**config.mk**
```make
export PLATFORM = sky130hd
export DESIGN_NAME = contiguous_unit_allocator_core
export DESIGN_NICKNAME = d
export VERILOG_FILES = /design/src/rtl/cau_pkg.sv /design/src/rtl/cau_cell.sv /design/src/rtl/cau_ctrl.sv /design/src/rtl/contiguous_unit_allocator_core.sv
export SDC_FILE = /design/constraint.sdc
export NUM_CORES = 1
export LEC_CHECK = 0
export BUFFER_PORTS_ARGS = -buffer_cell sky130_fd_sc_hd__buf_2
export CAP_MARGIN = 15
export CORE_ASPECT_RATIO = 2
export CORE_UTILIZATION = 35
export CTS_BUF_LIST = sky130_fd_sc_hd__clkbuf_8
export CTS_CLUSTER_SIZE = 40
export DETAILED_ROUTE_END_ITERATION = 6
export HOLD_SLACK_MARGIN = 0.12
export SYNTH_ARGS = -nofsm -noshare
export SYNTH_HDL_FRONTEND = slang
export SYNTH_SLANG_ARGS = --single-unit
```
**constraint.sdc**
```tcl
create_clock -name clk -period 10.1 [get_ports clk]
set_input_delay 1.515 -clock clk [delete_from_list [all_inputs] [get_ports clk]]
set_output_delay 1.515 -clock clk [all_outputs]
set_load 0.02 [all_outputs]
```
**src/rtl/cau_pkg.sv**
```systemverilog
// Shared types and constants for the contiguous unit allocator.
// No dependencies; used by every module of the block.
`default_nettype none

package cau_pkg;

    // Default sizes of the map and the owner table
    localparam int MEM_UNITS_DEF  = 64;
    localparam int MAX_OWNERS_DEF = 16;

    // Fixed field widths
    localparam int KIND_W   = 2;
    localparam int OWNER_W  = 4;
    localparam int SIZE_W   = 7;
    localparam int STATUS_W = 3;
    localparam int START_W  = 6;
    localparam int NOWN_W   = 5;
    localparam int ACTU_W   = 7;
    localparam int CFG_IDX_W  = 2;
    localparam int CFG_DATA_W = 7;

    // Register reset values
    localparam logic [NOWN_W-1:0] NUM_OWNERS_RST   = NOWN_W'(16);
    localparam logic [ACTU_W-1:0] ACTIVE_UNITS_RST = ACTU_W'(64);

    // Register indexes
    localparam logic [CFG_IDX_W-1:0] CFG_NUM_OWNERS   = CFG_IDX_W'(0);
    localparam logic [CFG_IDX_W-1:0] CFG_ACTIVE_UNITS = CFG_IDX_W'(1);

    // Request kinds
    localparam logic [KIND_W-1:0] KIND_FIRST   = 2'd0;
    localparam logic [KIND_W-1:0] KIND_BEST    = 2'd1;
    localparam logic [KIND_W-1:0] KIND_WORST   = 2'd2;
    localparam logic [KIND_W-1:0] KIND_RELEASE = 2'd3;

    // Result status codes
    localparam logic [STATUS_W-1:0] STAT_ALLOC    = 3'd0;
    localparam logic [STATUS_W-1:0] STAT_RELEASED = 3'd1;
    localparam logic [STATUS_W-1:0] STAT_UNKNOWN  = 3'd2;
    localparam logic [STATUS_W-1:0] STAT_ALREADY  = 3'd3;
    localparam logic [STATUS_W-1:0] STAT_NOTALLOC = 3'd4;
    localparam logic [STATUS_W-1:0] STAT_NOFIT    = 3'd5;

    typedef struct packed {
        logic [KIND_W-1:0]  kind;
        logic [OWNER_W-1:0] owner;
        logic [SIZE_W-1:0]  req_size;
    } in_item_t;

    typedef struct packed {
        logic [STATUS_W-1:0] status;
        logic [START_W-1:0]  start_index;
    } out_item_t;

    // One memory unit as held in a cell
    typedef struct packed {
        logic               used;
        logic [OWNER_W-1:0] owner;
    } unit_t;

    // Control of the cell chain from the sequencer
    typedef struct packed {
        logic  shift;
        unit_t tail;
    } chain_ctl_t;

endpackage

`default_nettype wire

```
**src/rtl/cau_cell.sv**
```systemverilog
// One memory unit cell of the rotating unit map.
// Depends on cau_pkg for the unit type.
`default_nettype none

module cau_cell (
    input  wire logic          clk,
    input  wire logic          rst_n,
    input  wire logic          shift,
    input  wire cau_pkg::unit_t d_in,
    output cau_pkg::unit_t     q
);
    import cau_pkg::*;

    unit_t unit_reg;
    unit_t unit_next;

    // Take the neighbor's unit while the chain rotates, else hold
    always_comb
    begin
        unit_next = shift ? d_in : unit_reg;
    end

    // Reset marks the unit free
    always_ff @(posedge clk or negedge rst_n)
    begin
        if (!rst_n)
        begin
            unit_reg <= '0;
        end
        else
        begin
            unit_reg <= unit_next;
        end
    end

    assign q = unit_reg;

endmodule

`default_nettype wire

```
**src/rtl/cau_ctrl.sv**
```systemverilog
// Sequencer of the allocator: request decode, free-run scan at the chain head,
// mark and release pass, owner flags, config registers and result register.
// Depends on cau_pkg.
`default_nettype none

module cau_ctrl #(
    parameter int MEM_UNITS  = cau_pkg::MEM_UNITS_DEF,
    parameter int MAX_OWNERS = cau_pkg::MAX_OWNERS_DEF
) (
    input  wire logic                           clk,
    input  wire logic                           rst_n,
    input  wire logic                           in_valid,
    output logic                                in_ready,
    input  wire cau_pkg::in_item_t              in_item,
    output logic                                out_valid,
    input  wire logic                           out_ready,
    output cau_pkg::out_item_t                  out_item,
    input  wire logic                           cfg_valid,
    output logic                                cfg_ready,
    input  wire logic [cau_pkg::CFG_IDX_W-1:0]  cfg_index,
    input  wire logic [cau_pkg::CFG_DATA_W-1:0] cfg_data,
    input  wire cau_pkg::unit_t                 head,
    output cau_pkg::chain_ctl_t                 chain
);
    import cau_pkg::*;

    localparam int POS_W  = $clog2(MEM_UNITS);
    localparam int LEN_W  = $clog2(MEM_UNITS + 1);
    localparam int CMP_W  = (LEN_W > SIZE_W) ? LEN_W : SIZE_W;
    localparam int OIDX_W = (MAX_OWNERS > 1) ? $clog2(MAX_OWNERS) : 1;
    localparam logic [POS_W-1:0] POS_LAST = POS_W'(MEM_UNITS - 1);

    typedef enum logic [3:0] {
        S_IDLE = 4'b0001,
        S_SCAN = 4'b0010,
        S_MARK = 4'b0100,
        S_DONE = 4'b1000
    } state_t;

    state_t                 state_reg,    state_next;
    logic [POS_W-1:0]       pos_reg,      pos_next;
    in_item_t               item_reg,     item_next;
    logic [STATUS_W-1:0]    status_reg,   status_next;
    logic [POS_W-1:0]       run_start_reg, run_start_next;
    logic [LEN_W-1:0]       run_len_reg,  run_len_next;
    logic                   found_reg,    found_next;
    logic [POS_W-1:0]       sel_start_reg, sel_start_next;
    logic [LEN_W-1:0]       sel_len_reg,  sel_len_next;
    logic [MAX_OWNERS-1:0]  flags_reg,    flags_next;
    logic [NOWN_W-1:0]      num_owners_reg,   num_owners_next;
    logic [ACTU_W-1:0]      active_units_reg, active_units_next;
    logic                   out_valid_reg, out_valid_next;
    out_item_t              out_item_reg,  out_item_next;

    logic [OIDX_W-1:0] in_oidx;
    logic [OIDX_W-1:0] item_oidx;
    logic              unknown;
    logic              last;
    logic              in_scope;
    logic              unit_free;
    logic              in_run;
    logic [LEN_W-1:0]  ext_len;
    logic [POS_W-1:0]  ext_start;
    logic              closing;
    logic [LEN_W-1:0]  cand_len;
    logic [POS_W-1:0]  cand_start;
    logic              cand_fits;
    logic              better;
    logic              take;
    logic              in_range;
    unit_t             tail;

    assign in_oidx   = OIDX_W'(in_item.owner);
    assign item_oidx = OIDX_W'(item_reg.owner);
    assign unknown   = (NOWN_W'(in_item.owner) >= num_owners_reg)
                    || (32'(in_item.owner) >= 32'(MAX_OWNERS));
    assign last      = (pos_reg == POS_LAST);

    // Free-run tracking on the unit now at the chain head
    assign in_scope  = CMP_W'(pos_reg) < CMP_W'(active_units_reg);
    assign unit_free = !head.used && in_scope;
    assign in_run    = (run_len_reg != '0);
    assign ext_len   = in_run ? (run_len_reg + LEN_W'(1)) : LEN_W'(1);
    assign ext_start = in_run ? run_start_reg : pos_reg;

    // A run closes on a blocked unit or at the end of the map
    always_comb
    begin
        closing    = 1'b0;
        cand_len   = run_len_reg;
        cand_start = run_start_reg;
        if (unit_free && last)
        begin
            closing    = 1'b1;
            cand_len   = ext_len;
            cand_start = ext_start;
        end
        else if (!unit_free && in_run)
        begin
            closing = 1'b1;
        end
    end

    assign cand_fits = closing && (CMP_W'(cand_len) >= CMP_W'(item_reg.req_size));

    // Selection rule per kind; ties keep the earlier run
    always_comb
    begin
        case (item_reg.kind)
            KIND_FIRST: better = !found_reg;
            KIND_BEST:  better = !found_reg || (cand_len < sel_len_reg);
            KIND_WORST: better = !found_reg || (cand_len > sel_len_reg);
            default:    better = 1'b0;
        endcase
    end

    assign take = (state_reg == S_SCAN) && cand_fits && better;

    // Unit lies in the chosen run's leading req_size units
    assign in_range = (pos_reg >= sel_start_reg)
                   && (CMP_W'(pos_reg - sel_start_reg) < CMP_W'(item_reg.req_size));

    // Write back the head unit into the chain tail
    always_comb
    begin
        tail = head;
        if (state_reg == S_MARK)
        begin
            if (item_reg.kind == KIND_RELEASE)
            begin
                if (head.used && (head.owner == item_reg.owner))
                begin
                    tail = '0;
                end
            end
            else if (in_range)
            begin
                tail.used  = 1'b1;
                tail.owner = item_reg.owner;
            end
        end
    end

    assign chain.shift = (state_reg inside {S_SCAN, S_MARK});
    assign chain.tail  = tail;

    // Sequencer, scan registers, flags, config and result register
    always_comb
    begin
        state_next        = state_reg;
        pos_next          = pos_reg;
        item_next         = item_reg;
        status_next       = status_reg;
        run_start_next    = run_start_reg;
        run_len_next      = run_len_reg;
        found_next        = found_reg;
        sel_start_next    = sel_start_reg;
        sel_len_next      = sel_len_reg;
        flags_next        = flags_reg;
        num_owners_next   = num_owners_reg;
        active_units_next = active_units_reg;
        out_valid_next    = out_valid_reg;
        out_item_next     = out_item_reg;

        // Drop the result once taken
        if (out_valid_reg && out_ready)
        begin
            out_valid_next = 1'b0;
        end

        // Config writes
        if (cfg_valid)
        begin
            case (cfg_index)
                CFG_NUM_OWNERS:   num_owners_next   = NOWN_W'(cfg_data);
                CFG_ACTIVE_UNITS: active_units_next = ACTU_W'(cfg_data);
                default:          ;
            endcase
        end

        case (state_reg)
            S_IDLE:
            begin
                if (in_valid)
                begin
                    item_next      = in_item;
                    pos_next       = '0;
                    run_len_next   = '0;
                    run_start_next = '0;
                    found_next     = 1'b0;
                    sel_start_next = '0;
                    sel_len_next   = '0;
                    if (unknown)
                    begin
                        status_next = STAT_UNKNOWN;
                        state_next  = S_DONE;
                    end
                    else if (in_item.kind == KIND_RELEASE)
                    begin
                        if (!flags_reg[in_oidx])
                        begin
                            status_next = STAT_NOTALLOC;
                            state_next  = S_DONE;
                        end
                        else
                        begin
                            status_next = STAT_RELEASED;
                            state_next  = S_MARK;
                        end
                    end
                    else if (flags_reg[in_oidx])
                    begin
                        status_next = STAT_ALREADY;
                        state_next  = S_DONE;
                    end
                    else
                    begin
                        status_next = STAT_ALLOC;
                        state_next  = S_SCAN;
                    end
                end
            end

            S_SCAN:
            begin
                run_len_next   = unit_free ? ext_len : '0;
                run_start_next = ext_start;
                if (take)
                begin
                    found_next     = 1'b1;
                    sel_start_next = cand_start;
                    sel_len_next   = cand_len;
                end
                pos_next = last ? '0 : (pos_reg + POS_W'(1));
                if (last)
                begin
                    if (found_reg || take)
                    begin
                        state_next = S_MARK;
                    end
                    else
                    begin
                        status_next = STAT_NOFIT;
                        state_next  = S_DONE;
                    end
                end
            end

            S_MARK:
            begin
                pos_next = last ? '0 : (pos_reg + POS_W'(1));
                if (last)
                begin
                    flags_next[item_oidx] = (item_reg.kind != KIND_RELEASE);
                    state_next            = S_DONE;
                end
            end

            S_DONE:
            begin
                if (!out_valid_reg || out_ready)
                begin
                    out_valid_next       = 1'b1;
                    out_item_next.status = status_reg;
                    out_item_next.start_index =
                        (status_reg == STAT_ALLOC) ? START_W'(sel_start_reg) : '0;
                    state_next = S_IDLE;
                end
            end

            default:
            begin
                state_next = S_IDLE;
            end
        endcase
    end

    // Control registers
    always_ff @(posedge clk or negedge rst_n)
    begin
        if (!rst_n)
        begin
            state_reg        <= S_IDLE;
            pos_reg          <= '0;
            run_len_reg      <= '0;
            found_reg        <= 1'b0;
            flags_reg        <= '0;
            num_owners_reg   <= NUM_OWNERS_RST;
            active_units_reg <= ACTIVE_UNITS_RST;
            out_valid_reg    <= 1'b0;
        end
        else
        begin
            state_reg        <= state_next;
            pos_reg          <= pos_next;
            run_len_reg      <= run_len_next;
            found_reg        <= found_next;
            flags_reg        <= flags_next;
            num_owners_reg   <= num_owners_next;
            active_units_reg <= active_units_next;
            out_valid_reg    <= out_valid_next;
        end
    end

    // Payload registers
    always_ff @(posedge clk)
    begin
        item_reg      <= item_next;
        status_reg    <= status_next;
        run_start_reg <= run_start_next;
        sel_start_reg <= sel_start_next;
        sel_len_reg   <= sel_len_next;
        out_item_reg  <= out_item_next;
    end

    assign in_ready  = (state_reg == S_IDLE);
    assign cfg_ready = 1'b1;
    assign out_valid = out_valid_reg;
    assign out_item  = out_item_reg;

endmodule

`default_nettype wire

```
**src/rtl/contiguous_unit_allocator_core.sv**
```systemverilog
// Contiguous unit allocator: top level with the rotating unit map and sequencer.
// Depends on cau_pkg, cau_cell and cau_ctrl.
//
// Usage:
//   in channel  (in_valid/in_ready/in_item): one request item, accepted only
//     while the block is idle; in_ready drops for the duration of the item.
//   out channel (out_valid/out_ready/out_item): one result item per request,
//     held in an output register until taken; the next request is accepted
//     while a result waits.
//   cfg channel (cfg_valid/cfg_ready/cfg_index/cfg_data): always ready;
//     index 0 num_owners, index 1 active_units, other indexes ignored.
// Steps from accept to result:
//   allocation  one rotation of the cell chain to scan for free runs, then one
//               rotation to mark the chosen run,
//   release     one rotation clearing the owner's units,
//   no fit      scan rotation only; a rejected request skips both rotations.
// The map rotates one unit per cycle past cell 0 while scanning or marking;
// one item is in flight at a time. Reset frees all units, clears all owner flags
// and restores num_owners = 16, active_units = 64. A stalled receiver holds the
// result; a finished item waits in its final state until the output register frees.
`default_nettype none

module contiguous_unit_allocator_core #(
    parameter int MEM_UNITS  = cau_pkg::MEM_UNITS_DEF,
    parameter int MAX_OWNERS = cau_pkg::MAX_OWNERS_DEF
) (
    input  wire logic                           clk,
    input  wire logic                           rst_n,
    input  wire logic                           in_valid,
    output logic                                in_ready,
    input  wire cau_pkg::in_item_t              in_item,
    output logic                                out_valid,
    input  wire logic                           out_ready,
    output cau_pkg::out_item_t                  out_item,
    input  wire logic                           cfg_valid,
    output logic                                cfg_ready,
    input  wire logic [cau_pkg::CFG_IDX_W-1:0]  cfg_index,
    input  wire logic [cau_pkg::CFG_DATA_W-1:0] cfg_data
);
    import cau_pkg::*;

    unit_t      cell_q [MEM_UNITS];
    chain_ctl_t chain;

    // Row of unit cells; each takes its right neighbor, the last takes the head write-back
    for (genvar i = 0; i < MEM_UNITS; i++)
    begin : g_cell
        unit_t d_in;
        if (i == MEM_UNITS - 1)
        begin : g_tail
            assign d_in = chain.tail;
        end
        else
        begin : g_mid
            assign d_in = cell_q[i + 1];
        end

        cau_cell u_cell (
            .clk   (clk),
            .rst_n (rst_n),
            .shift (chain.shift),
            .d_in  (d_in),
            .q     (cell_q[i])
        );
    end

    // Sequencer at the chain head
    cau_ctrl #(
        .MEM_UNITS  (MEM_UNITS),
        .MAX_OWNERS (MAX_OWNERS)
    ) u_ctrl (
        .clk       (clk),
        .rst_n     (rst_n),
        .in_valid  (in_valid),
        .in_ready  (in_ready),
        .in_item   (in_item),
        .out_valid (out_valid),
        .out_ready (out_ready),
        .out_item  (out_item),
        .cfg_valid (cfg_valid),
        .cfg_ready (cfg_ready),
        .cfg_index (cfg_index),
        .cfg_data  (cfg_data),
        .head      (cell_q[0]),
        .chain     (chain)
    );

endmodule

`default_nettype wire

```
After elaboration in Yosys (flattened, before gate mapping)
Cells that the tools add are included.
{ "word_totals": {"register_bits": 411, "in_bits": 27, "output_inout_bits": 12, "word_cells": 263} }
{ "classes": {"addsub": 3, "n_lt_le_gt_ge": 10, "n_eq_ne": 18, "muxes": 51, "n_reduce_logical": 36} }
{ "ops": {"columns": ["cell", "count"], "rows": [
  ["$mux W4", 9],
  ["$pmux W6 S2", 3],
  ["$mux W7", 5],
  ["$mux W6", 5],
  ["$pmux W7 S2", 2],
  ["$mux W5", 4],
  ["$mux W3", 6],
  ["$bwmux W16", 1],
  ["$pmux W4 S4", 1],
  ["$lt A7 B7 Y1", 2],
  ["$reduce_and A2 Y1", 7],
  ["$logic_and A1 B1 Y1", 10],
  ["$lt A4 B5 Y1 const B", 2],
  ["$mux W1", 9],
  ["$ne A2 B1 Y1 const B", 4],
  ["$reduce_and A4 Y1", 2],
  ["$add A7 B1 Y7 const B", 1],
  ["$ge A7 B7 Y1", 1],
  ["$gt A7 B7 Y1", 1],
  ["$lt A6 B7 Y1", 1],
  ["$reduce_bool A7 Y1", 1],
  ["$sub A6 B6 Y7", 1],
  ["$add A6 B1 Y6 const B", 1],
  ["$eq A2 B2 Y1 const B", 3],
  ["24 further kinds", 36]
]} }

Depth between registers and ports, before layout
Gate-level depths: netlist of the first run.
{ "logic_depth": {"word_depth": 13, "mapped_depth": 15, "depth_no_buf": 14} }

Hierarchy
A second synthesis of the first run with hierarchy kept.
{ "unflattened": {"hier_cells": 1157, "area_unflattened_um2": 16921.2} }
{ "by_module_without_submodules": {"columns": ["mod", "n_inst", "cells_per_inst", "area_each_um2", "seq_area_each_um2"], "rows": [
  ["cau_cell", 64, 10, 181.4, 125.1],
  ["cau_ctrl", 1, 517, 5310.1, 2501.1]
]} }

Least setup slack after synthesis of the first run
No wires, ideal clock.
{ "synth_path": {"kind": "reg2reg", "from": "register u_ctrl.pos_reg[4]", "to": "register u_ctrl.sel_len_reg[0] (enable)", "setup_time_ps": 401, "t_arrival_ps": 3650, "required_time_ps": 9699, "slack_ps": 6049, "stages_incl_launch_ff": 15, "n_path_buf": 1, "synth_period_minus_slack_ps": 4051, "cell_sequence": "dfrtp_1 ha_1 a21oi_1 o311ai_0 a211oi_1 buf_2 nand2_1 xnor2_1 ha_1 a21oi_1 nor3_1 nor4_1 o31a_1 nand3_1 o21ai_0"} }
{ "synth_via": {"word_cells_on_any_way": 20, "classes_between": "4 x order compare; 2 x eq/ne; 4 x mux; 10 x reduce/logical"} }
{ "synth_lines": {"columns": ["element", "line", "source"], "rows": [
  ["start, declared", "cau_ctrl.sv:41", "logic [POS_W-1:0] pos_reg, pos_next;"],
  ["start signal, assigned", "cau_ctrl.sv:295", "pos_reg <= pos_next;"],
  ["$lt A6 B7 Y1", "cau_ctrl.sv:80", "assign in_scope = CMP_W'(pos_reg) < CMP_W'(active_units_reg);"],
  ["$logic_and A1 B1 Y1", "cau_ctrl.sv:81", "assign unit_free = !head.used && in_scope;"],
  ["$logic_and A1 B1 Y1 (*)", "cau_ctrl.sv:92", "if (unit_free && last)"],
  ["$mux W7 (*)", "cau_ctrl.sv:92", null],
  ["net u_ctrl.cand_len[6]", "cau_ctrl.sv:65", "logic [LEN_W-1:0] cand_len;"],
  ["$gt A7 B7 Y1, or another cell as far along", "cau_ctrl.sv:112", "KIND_WORST: better = !found_reg || (cand_len > sel_len_reg);"],
  ["$logic_or A1 B1 Y1, or another cell as far along", "cau_ctrl.sv:112", null],
  ["$pmux W1 S3 / $logic_and A1 B1 Y1 (equally long branches)", "cau_ctrl.sv:109, cau_ctrl.sv:117", null],
  ["$logic_and A1 B1 Y1 (*)", "cau_ctrl.sv:117", "assign take = (state_reg == S_SCAN) && cand_fits && better;"],
  ["$ne A2 B1 Y1 (no line) (*)", null, null],
  ["$reduce_and A3 Y1 (no line) (*)", null, null],
  ["end signal, assigned", "cau_ctrl.sv:312", "sel_len_reg <= sel_len_next;"],
  ["end, declared", "cau_ctrl.sv:48", "logic [LEN_W-1:0] sel_len_reg, sel_len_next;"]
]} }
Mark *: on every way through the listed nets, which the timed path passes. The rest lies on a longest branch.
A chain may end at the register's enable or synchronous reset.

Final worst setup path of the first run
{ "layout_path": {"from": "register u_ctrl.pos_reg[1]", "to": "register u_ctrl.status_reg[0] (enable)"} }
{ "layout_via": {"word_cells_on_any_way": 22, "classes_between": "4 x order compare; 3 x eq/ne; 4 x mux; 11 x reduce/logical"} }
{ "layout_lines": {"columns": ["element", "line", "source"], "rows": [
  ["$lt A6 B7 Y1", "cau_ctrl.sv:80", null],
  ["$logic_and A1 B1 Y1", "cau_ctrl.sv:81", null],
  ["$logic_and A1 B1 Y1 (*)", "cau_ctrl.sv:92", null],
  ["$mux W7 (*)", "cau_ctrl.sv:92", null],
  ["net u_ctrl.cand_len[3]", "cau_ctrl.sv:65", null],
  ["$gt A7 B7 Y1, or another cell as far along", "cau_ctrl.sv:112", null],
  ["$logic_or A1 B1 Y1, or another cell as far along", "cau_ctrl.sv:112", null],
  ["$pmux W1 S3 / $logic_and A1 B1 Y1 (equally long branches)", "cau_ctrl.sv:109, cau_ctrl.sv:117", null],
  ["$logic_and A1 B1 Y1 (*)", "cau_ctrl.sv:117", null],
  ["$logic_or A1 B1 Y1 (*)", "cau_ctrl.sv:237", "if (found_reg || take)"],
  ["$ne A2 B2 Y1 (no line) (*)", null, null],
  ["$reduce_and A4 Y1 (no line) (*)", null, null],
  ["end signal, assigned", "cau_ctrl.sv:309", "status_reg <= status_next;"],
  ["end, declared", "cau_ctrl.sv:43", "logic [STATUS_W-1:0] status_reg, status_next;"]
]} }
Marked as above.

==> impl_metrics.env, run 1 <==
export IMPL_drt_total_wl_um=34400
export IMPL_use_met1_pct=15.8
export IMPL_p_int_uw=2680
export IMPL_cts_inserted_buffers=55
export IMPL_overflow=0
export IMPL_vias=12000
export IMPL_drive_gt1_share_pct=8.28
export IMPL_areaGrowthSynthToFinish_pct=11.4
export IMPL_maxSlewViolCount=0
export IMPL_core_area_um2=48500
export IMPL_p_clk_share_pct=35.9
export IMPL_portBuffers=37
export IMPL_switching_share_pct=29.5
export IMPL_mappedNetlistArea_um2=17200
export IMPL_ys_flop_type="dfrtp_1"
export IMPL_period_share_pct=45.6
export IMPL_final_nets=1950
export IMPL_htree_levels=2
export IMPL_rows=114
export IMPL_required_ps=10420
export IMPL_holdBufCountCts=0
export IMPL_fmax_mhz=217
export IMPL_vias_per_cell=4.67
export IMPL_yosys_cell_types_count=56
export IMPL_initial_core_util_pct=35.5
export IMPL_postCtsSetupBuffers=0
export IMPL_setup_viol=0
export IMPL_ys_warnings_count=0
export IMPL_combPwrFrac_pct=15.2
export IMPL_utilization_pct=39.6
export IMPL_die_w_um=159
export IMPL_status="finished clean"
export IMPL_drtIter0Drc=862
export IMPL_grtUsageMet3_pct=2.06
export IMPL_post_route_min_period_ps=4600
export IMPL_grt_max_degree=225
export IMPL_finalHoldViolCount=0
export IMPL_rsz0062_at_grt="false"
export IMPL_switching_power_uw=1120
export IMPL_cp_end_kind="flop"
export IMPL_synth_nets=1932
export IMPL_clockRootBuffer="clkbuf_8"
export IMPL_grt_pass1_vias=12000
export IMPL_seq_area_frac_synth_pct=61.0
export IMPL_ios=39
export IMPL_grtUsageTotal_pct=14.1
export IMPL_grtUsageMet2_pct=25.8
export IMPL_power_leakage_uw=0.0104
export IMPL_power_density_nw_per_um2=198
export IMPL_clkSinkCount=411
export IMPL_synth_edf_count=44
export IMPL_cts_tree="yes"
export IMPL_ant_nets=0
export IMPL_first_pass_iters=7
export IMPL_postSynthAreaPerCell_um2=9.27
export IMPL_clk_latency_ps=610
export IMPL_dp_hpwl_um=21400
export IMPL_slew_limit_headroom_pct=29.5
export IMPL_syn_inst=1859
export IMPL_die_h_um=316
export IMPL_crit_type="flop to flop"
export IMPL_setup_tns_ps=0
export IMPL_grt_pass1_wl_um=58500
export IMPL_route_detailed_wl_per_inst_um=13.4
export IMPL_worstSetupStartpointType="flop"
export IMPL_clk_pin_slew_worst_paths_ps=70
export IMPL_gp_congestion=0.899
export IMPL_clock_path_buffers=3
export IMPL_worst_ir_drop_vdd_mv=0.109
export IMPL_ys_ff_latch=411
export IMPL_worstMarginPinSlew_ps=1060
export IMPL_finClkSkew_ps=22.3
export IMPL_busiest_layer="met2"
export IMPL_critPathArrivalTime_ps=4920
export IMPL_seq_power_share_pct=48.9
export IMPL_drv_cap=0
export IMPL_die_area_um2=50200
export IMPL_async_flop_share_pct=89.3
export IMPL_critPathMaxFanout=12
export IMPL_drc=0
export IMPL_finalPower_uw=3810
export IMPL_hold_path_class="flop to flop"
export IMPL_largest_reg_flops=320
export IMPL_cts_resized=0
export IMPL_antenna_found_initial=1
## Yosys cell counts, drive strengths merged, types with 7 or more instances
library cell  count  area [um^2]
nand2           997         3740
dfrtp           364         9110
clkbuf           57          214
inv              52          195
ha               45          563
edfxtp           44         1320
buf              32          163
nor2             30          113
o21ai            30          150
a21oi            27          135
a21o             15          113
nand3            15         75.1
and2             13         81.3
mux2             10          113
mux2i            10          100
nor3              9         45.0
o31ai             9         72.6
nand2b            8         50.1
xor2              7         61.3
## per-stage QoR
step                instance area, um^2  setup slack, ps  instances  hold WS [ps]
floorplan                         17200             6050       1859           427
global placement                  18000             5090       2457           435
detailed placement                18000             5480       2458           436
CTS                               19200             5470       2559           453
global route                      19200             5180       2560           456
finish                            19200             5500       2560           450
## cell families after synthesis
family,count (synthesis),share of synthesized area (%)
buf+inv,141,3.32
mux,25,1.89
fa+ha+maj,46,3.38
flops,411,61.0
simple gates,1111,25.6
compound gates,112,4.24
xor+xnor,12,0.610
other cells,1,0.0218
## power groups by stage
stage	clock network [uW]	registers, uW	logic [uW]
floorplan	0	1870	413
global placement	0	1890	580
detailed placement	0	1890	589
CTS	1420	1860	591
global route	1480	1870	653
finish	1370	1860	579
## layout by cell type, fill, tap and decap left out, types with 10 or more instances in the layout
cell	instances
nand2_1	997
dfrtp_1	364
inv_1	71
clkbuf_8	68
ha_1	45
edfxtp_1	44
buf_2	37
o21ai_0	30
nor2_1	30
a21oi_1	27
nand3_1	15
a21o_1	15
and2_1	13
mux2_2	10
mux2i_1	10
buf_4	10
## worst max-delay path: stages (launching register included)
cell and delay (ps):
dfrtp_1 510, ha_1 270, and3_1 160, nand3_1 350, a211oi_1 460, buf_2 280, and2_1 210, a21oi_1 100
a31oi_1 310, ha_1 300, nand4_1 120, nor3_1 80, o31a_1 280, a2111oi_0 610, or2_2 260
## cell type report
cell class,instances,area [um^2]
Antenna cell,1,2.50
Clock buffer,68,936
Clock inverter,33,273
Fill cell,4845,29300
Inverter,52,195
Multi-Input combinational cell,1307,6170
Sequential cell,411,10500
Tap cell,638,798
Timing Repair Buffer,50,315
## routing by layer
layer | vias to the layer above | share of wire, %
met5 | - | 0
met4 | 0 | 4.5
met3 | 87 | 2.7
met2 | 160 | 52
met1 | 5810 | 41
li1 | 5898 | -
## worst paths after layout
check	end	slack (ps)	startpoint	cells past startpoint
setup / recovery	u_ctrl.status_reg[0]$_SDFFCE_PP1P_	5500	u_ctrl.pos_reg[1]$_DFFE_PN0P_	14
hold / removal	u_ctrl.out_item[8]$_DFFE_PP_	450	u_ctrl.status_reg[2]$_SDFFCE_PP1P_	0
setup reg to reg	u_ctrl.status_reg[0]$_SDFFCE_PP1P_	5500	u_ctrl.pos_reg[1]$_DFFE_PN0P_	14
hold reg to reg	u_ctrl.out_item[8]$_DFFE_PP_	450	u_ctrl.status_reg[2]$_SDFFCE_PP1P_	0
max in group asynchronous	g_cell[61].u_cell.q[3]$_DFFE_PN0P_	6980	rst_n	3
min in group asynchronous	g_cell[34].u_cell.q[0]$_DFFE_PN0P_	930	rst_n	1
(Power assumes the default switching activity.)
==> run 2: changes to the inputs <==
ABC_AREA = 1   (was not set)
clock period = 4.45 ns   (was 10.1 ns; I/O delays follow)
==> impl_metrics.env, run 2 <==
export IMPL_largest_reg_flops=320
export IMPL_multi_input_area_um2=6050
export IMPL_route_detailed_wl_per_inst_um=13.5
export IMPL_switching_share_pct=33.3
export IMPL_antenna_found_initial=2
export IMPL_clk_latency_ps=630
export IMPL_drv_cap=0
export IMPL_switching_power_uw=3140
export IMPL_seq_power_share_pct=46.3
export IMPL_portBuffers=37
export IMPL_mappedNetlistArea_um2=17400
export IMPL_final_nets=2062
export IMPL_die_w_um=159
export IMPL_rows=115
export IMPL_synth_most_common_cell="nand2_1"
export IMPL_first_pass_iters=5
export IMPL_yosys_area_top_type_share_pct=52.5
export IMPL_combPwrFrac_pct=21.7
export IMPL_yosys_cell_types_count=47
export IMPL_crit_type="flop to flop"
export IMPL_clkSinkCount=411
export IMPL_setup_viol=0
export IMPL_setup_tns_ps=0
export IMPL_clockRootBuffer="clkbuf_8"
export IMPL_required_ps=4710
export IMPL_finalPower_uw=9420
export IMPL_async_flop_share_pct=89.3
export IMPL_layout_commonest_cell="nand2_1"
export IMPL_finClkSkew_ps=31.0
export IMPL_p_int_uw=6280
export IMPL_clk_pin_slew_worst_paths_ps=70
export IMPL_worstMarginPinSlew_ps=1070
export IMPL_power_density_nw_per_um2=488
export IMPL_seq_area_frac_synth_pct=60.5
export IMPL_critPathArrivalTime_ps=4150
export IMPL_route_met3_wl_um=1030
export IMPL_p_clk_share_pct=32.0
export IMPL_maxSlewViolCount=0
export IMPL_r2r_end="u_ctrl.sel_len_reg[6]$_SDFFCE_PN0P_"
export IMPL_initial_core_util_pct=35.4
export IMPL_worstRegToRegCells=19
export IMPL_synth_edf_count=44
export IMPL_die_h_um=317
export IMPL_syn_inst=1967
export IMPL_crit_top_cell="nand2_1"
export IMPL_drtIter0Drc=884
export IMPL_period_share_pct=87.5
export IMPL_ys_flop_type="dfrtp_1"
export IMPL_routed_top_layer="met5"
export IMPL_htree_levels=2
export IMPL_worst_slack_ps=556
export IMPL_power_leakage_uw=0.0105
export IMPL_path_cells="ha_1, nand2_1, nor2_1, nand3_1, nor2_1, inv_2, nand2_1, inv_1, a21oi_1, ha_1, a21oi_1, nand2_1, nand2_1, nand3_1, nand3_1, nand2_1, nand2_1, nand3_1, nand2_1"
export IMPL_most_common_layout_cells="1031 x nand2_1, 364 x dfrtp_1, 123 x inv_1"
export IMPL_vias=12400
export IMPL_hold_path_class="input port to flop"
export IMPL_worstHoldEndpoint="u_ctrl.item_reg[6]$_DFFE_PP_"
export IMPL_overflow=0
export IMPL_wl_met1_um=14700
export IMPL_rsz0062_at_grt="false"
export IMPL_clock_path_buffers=3
export IMPL_ios=39
export IMPL_gp_congestion=0.882
export IMPL_cp_end_kind="flop"
export IMPL_core_area_um2=49100
export IMPL_grt_max_degree=235
export IMPL_pre_cts_slack_ps=598
export IMPL_grtUsageTotal_pct=14.6
export IMPL_drive_gt1_share_pct=7.42
export IMPL_fmax_mhz=257
export IMPL_drc=0
export IMPL_yosysTopAreaCell="dfrtp_1"
export IMPL_ys_warnings_count=0
export IMPL_ant_nets=0
export IMPL_worstSetupStartpointType="flop"
export IMPL_grt_pass1_vias=12400
export IMPL_postSynthAreaPerCell_um2=8.82
export IMPL_seq_area_um2=10500
export IMPL_post_route_min_period_ps=3890
export IMPL_synthTopCellsByCount="1031 x nand2_1, 364 x dfrtp_1, 103 x inv_1, 59 x o21ai_0, 53 x nor2_1"
export IMPL_wl_met2_um=18300
export IMPL_synth_nets=2040
export IMPL_cts_resized=0
export IMPL_drt_total_wl_um=36200
export IMPL_cpMaxStageDelayCell="dfrtp_1"
export IMPL_worst_ir_drop_vdd_mv=0.268
export IMPL_r2r_start="u_ctrl.pos_reg[1]$_DFFE_PN0P_"
export IMPL_dp_hpwl_um=22600
export IMPL_slew_limit_headroom_pct=28.4
export IMPL_critPathMaxStageDelay_ps=530
export IMPL_grt_pass1_wl_um=60800
export IMPL_vias_per_cell=4.63
export IMPL_hold_depth=1
export IMPL_fill_cells=4918
export IMPL_areaGrowthSynthToFinish_pct=11.3
export IMPL_status="finished clean"
export IMPL_synthTopCellsByArea="dfrtp_1 52%, nand2_1 22%, edfxtp_1 7.6%"
export IMPL_cts_tree="yes"
export IMPL_cts_inserted_buffers=55
export IMPL_ys_ff_latch=411
export IMPL_finalHoldViolCount=0
export IMPL_r2r_slack_ps=560
export IMPL_critPathMaxFanout=13
export IMPL_die_area_um2=50500
export IMPL_min_delay_start="in_item[6]"
==> run 2: cell type report <==
cell class	instances	share of cell area [%]
sequential	411	54.4
multi-input combinational	1361	31.3
clock buffer	72	5.13
tap	643	4.17
inverter	114	2.27
timing repair buffer	46	1.70
clock inverter	31	1.02
antenna	1	0.0130
==> run 2: kinds of logic (layout without fill, tap and decap cells) <==
group	count (synthesis)	after routing	share of synthesized area (%)
other cells	1	2	0.0216
flops	411	411	60.5
simple gates	1137	1137	25.5
xor+xnor	8	8	0.404
compound gates	169	169	5.50
buf+inv	195	263	4.63
fa+ha+maj	46	46	3.36
==> run 2: stage by stage <==
stage / area (um^2) / hold WS [ps] / cells / utilization, %
CTS: 19300 / 172 / 2678 / 39.4
finish: 19300 / 207 / 2679 / 39.4
detailed placement: 18100 / 444 / 2574 / 36.9
global placement: 18100 / 433 / 2574 / 36.9
global route: 19300 / 191 / 2679 / 39.4
floorplan: 17400 / 372 / 1967 / -
==> run 2: worst max-delay path: cells and delay by family (launching register included) <==
kind	cells	cell delay, ps
simple gates	13	1860
fa+ha+maj	2	560
compound gates	2	400
flops	1	530
buf+inv	2	180
==> run 2: worst max-delay path by stage <==
stage | slack, ps | startpoint | to | cells after the start
after floorplan | 1190 | u_ctrl.pos_reg[4]$_DFFE_PN0P_ | u_ctrl.sel_len_reg[0]$_SDFFCE_PN0P_ | 22
after global placement | 680 | u_ctrl.pos_reg[1]$_DFFE_PN0P_ | u_ctrl.sel_len_reg[2]$_SDFFCE_PN0P_ | 19
after detailed placement | 600 | u_ctrl.pos_reg[1]$_DFFE_PN0P_ | u_ctrl.sel_len_reg[6]$_SDFFCE_PN0P_ | 19
after CTS | 570 | u_ctrl.pos_reg[1]$_DFFE_PN0P_ | u_ctrl.sel_start_reg[4]$_SDFFCE_PN0P_ | 19
after global routing | 180 | u_ctrl.pos_reg[1]$_DFFE_PN0P_ | u_ctrl.sel_start_reg[1]$_SDFFCE_PN0P_ | 19
final | 560 | u_ctrl.pos_reg[1]$_DFFE_PN0P_ | u_ctrl.sel_len_reg[6]$_SDFFCE_PN0P_ | 19
==> run 2: metal layers <==
layer | global-route usage (%) | vias up
li1 | - | 6203
met1 | 16.6 | 5893
met2 | 25.6 | 189
met3 | 2.20 | 114
met4 | 9.79 | 2
met5 | 0 | -
==> run 2: power groups by stage <==
| stage | Combinational (uW) | Sequential (uW) | Clock [uW] |
|---|---|---|---|
| finish | 2050 | 4360 | 3010 |
| CTS | 2070 | 4360 | 3130 |
| global route | 2290 | 4400 | 3270 |
| global placement | 2020 | 4420 | 0 |
| detailed placement | 2060 | 4430 | 0 |
| floorplan | 1420 | 4390 | 0 |
==> run 2: timing repair <==
item                      in CTS  in global routing
hold endpoints to repair      86                  0
buffers inserted               0                  0
hold buffers                   1                  0
==> run 3: changes to the inputs <==
clock period = 3.6 ns   (was 4.45 ns; I/O delays follow)
==> impl_metrics.env, run 3 (synthesis gave the netlist of run 2 again) <==
export IMPL_first_pass_iters=4
export IMPL_wl_met2_um=18500
export IMPL_post_route_min_period_ps=3250
export IMPL_worstMarginPinSlew_ps=917
export IMPL_die_area_um2=50500
export IMPL_routed_top_layer="met5"
export IMPL_clk_pin_slew_worst_paths_ps=70
export IMPL_htree_levels=2
export IMPL_route_met3_wl_um=993
export IMPL_grt_pass1_wl_um=60700
export IMPL_ios=39
export IMPL_clock_path_buffers=3
export IMPL_worstRegToRegCells=17
export IMPL_final_nets=2092
export IMPL_largest_reg_flops=320
export IMPL_grt_pass1_vias=12600
export IMPL_antenna_found_initial=2
export IMPL_clk_latency_ps=630
export IMPL_ant_nets=0
export IMPL_die_w_um=159
export IMPL_postCtsSetupBuffers=0
export IMPL_dp_hpwl_um=23100
export IMPL_required_ps=4110
export IMPL_wl_met1_um=14500
export IMPL_finClkSkew_ps=19.3
export IMPL_route_detailed_wl_per_inst_um=13.2
export IMPL_rows=115
export IMPL_vias_per_cell=4.63
export IMPL_portBuffers=37
export IMPL_gp_congestion=0.858
export IMPL_setup_tns_ps=0
export IMPL_clkSinkCount=411
export IMPL_overflow=0
export IMPL_power_leakage_uw=0.0106
export IMPL_core_area_um2=49100
export IMPL_drc=0
export IMPL_rsz0062_at_grt="false"
export IMPL_r2r_end="g_cell[63].u_cell.q[0]$_DFFE_PN0P_"
export IMPL_r2r_start="u_ctrl.pos_reg[0]$_DFFE_PN0P_"
export IMPL_die_h_um=317
export IMPL_crit_type="flop to flop"
export IMPL_multi_input_area_um2=6090
export IMPL_areaGrowthSynthToFinish_pct=13.1
export IMPL_critPathArrivalTime_ps=3760
export IMPL_drt_total_wl_um=35700
export IMPL_fmax_mhz=307
export IMPL_period_share_pct=90.4
export IMPL_drive_gt1_share_pct=9.01
export IMPL_seq_area_um2=10500
export IMPL_setup_viol=0
export IMPL_worstSetupStartpointType="flop"
export IMPL_crit_end="g_cell[63].u_cell.q[0]$_DFFE_PN0P_"
export IMPL_layout_commonest_cell="nand2_1"
export IMPL_status="finished clean"
export IMPL_crit_path_start="u_ctrl.pos_reg[0]$_DFFE_PN0P_"
export IMPL_worst_ir_drop_vdd_mv=0.373
export IMPL_maxSlewViolCount=0
export IMPL_finalPower_uw=11700
export IMPL_drtIter0Drc=664
export IMPL_grtUsageTotal_pct=14.6
export IMPL_slew_limit_headroom_pct=38.9
export IMPL_critPathMaxFanout=6
export IMPL_r2r_slack_ps=350
export IMPL_hold_path_class="input port to flop"
export IMPL_clockRootBuffer="clkbuf_8"
export IMPL_vias=12500
export IMPL_finalHoldViolCount=0
export IMPL_power_density_nw_per_um2=597
export IMPL_cp_end_kind="flop"
export IMPL_grt_max_degree=214
export IMPL_cts_tree="yes"
export IMPL_drv_cap=0
export IMPL_initial_core_util_pct=35.4
export IMPL_fill_cells=4860
export IMPL_most_common_layout_cells="1031 x nand2_1, 364 x dfrtp_1, 119 x inv_1"
export IMPL_cts_inserted_buffers=55
==> run 3: layer usage <==
| metal | up-vias | global-route usage (%) |
|---|---|---|
| met5 | - | 0 |
| met3 | 85 | 2.09 |
| met4 | 2 | 8.30 |
| li1 | 6251 | - |
| met1 | 6022 | 16.1 |
| met2 | 185 | 26.7 |
==> run 3: power breakdown <==
| group | total, uW | internal, uW | switching (uW) |
|---|---|---|---|
| logic | 2600 | 725 | 1870 |
| registers | 5380 | 5170 | 214 |
| clock network | 3750 | 1970 | 1770 |
| total | 11700 | 7870 | 3860 |
==> run 3: how the worst min path moves through the flow <==
stage | startpoint | slack [ps] | cells after the start | end
floorplan | rst_n | 240 | 0 | g_cell[0].u_cell.q[0]$_DFFE_PN0P_
CTS | cfg_data[6] | 120 | 3 | u_ctrl.active_units_reg[6]$_DFFE_PN1P_
global route | cfg_data[6] | 150 | 3 | u_ctrl.active_units_reg[6]$_DFFE_PN1P_
detailed placement | u_ctrl.status_reg[2]$_SDFFCE_PP1P_ | 440 | 0 | u_ctrl.out_item[8]$_DFFE_PP_
finish | cfg_data[5] | 190 | 3 | u_ctrl.active_units_reg[5]$_DFFE_PN0P_
global placement | u_ctrl.status_reg[0]$_SDFFCE_PP1P_ | 450 | 0 | u_ctrl.out_item[6]$_DFFE_PP_
==> run 3: through the flow <==
stage | util [%] | setup slack, ps | cell area, um^2 | instances | hold WS [ps]
finish | 40.0 | 346 | 19600 | 2709 | 190
detailed placement | 37.3 | 45.7 | 18300 | 2595 | 440
global placement | 37.3 | 79.9 | 18300 | 2595 | 449
floorplan | - | 339 | 17400 | 1967 | 244
CTS | 39.9 | 44.8 | 19600 | 2708 | 122
global route | 40.0 | 1.64 | 19600 | 2709 | 150
==> run 3: worst max-delay path, stage by stage, from the launching register on <==
cell      delay (ps)
dfrtp_1          420
inv_1            150
ha_1             170
inv_1             60
fa_1             410
a21oi_1          180
o21bai_1         140
a221oi_2         270
ha_1             290
a21oi_1          140
o21ai_0           90
a21oi_1          130
buf_4            160
nand2_1           90
o21ai_0          180
o21ai_0          130
nand2_1           90
nand2_1           50
==> run 3: area by class of cell <==
cell class / count / area share, %
flip-flops and latches: 411 / 53.5
well taps: 643 / 4.10
clock buffers: 66 / 4.63
inverters: 114 / 2.23
clock inverters: 37 / 1.47
repair buffers: 76 / 3.06
multi-input cells: 1361 / 31.0
diodes: 1 / 0.0127
==> run 3: repair_timing <==
item	4_1_cts	5_1_grt
hold endpoints to repair	74	0
hold buffers	10	0
endpoints found under the setup margin	0	21
resized for setup	0	10
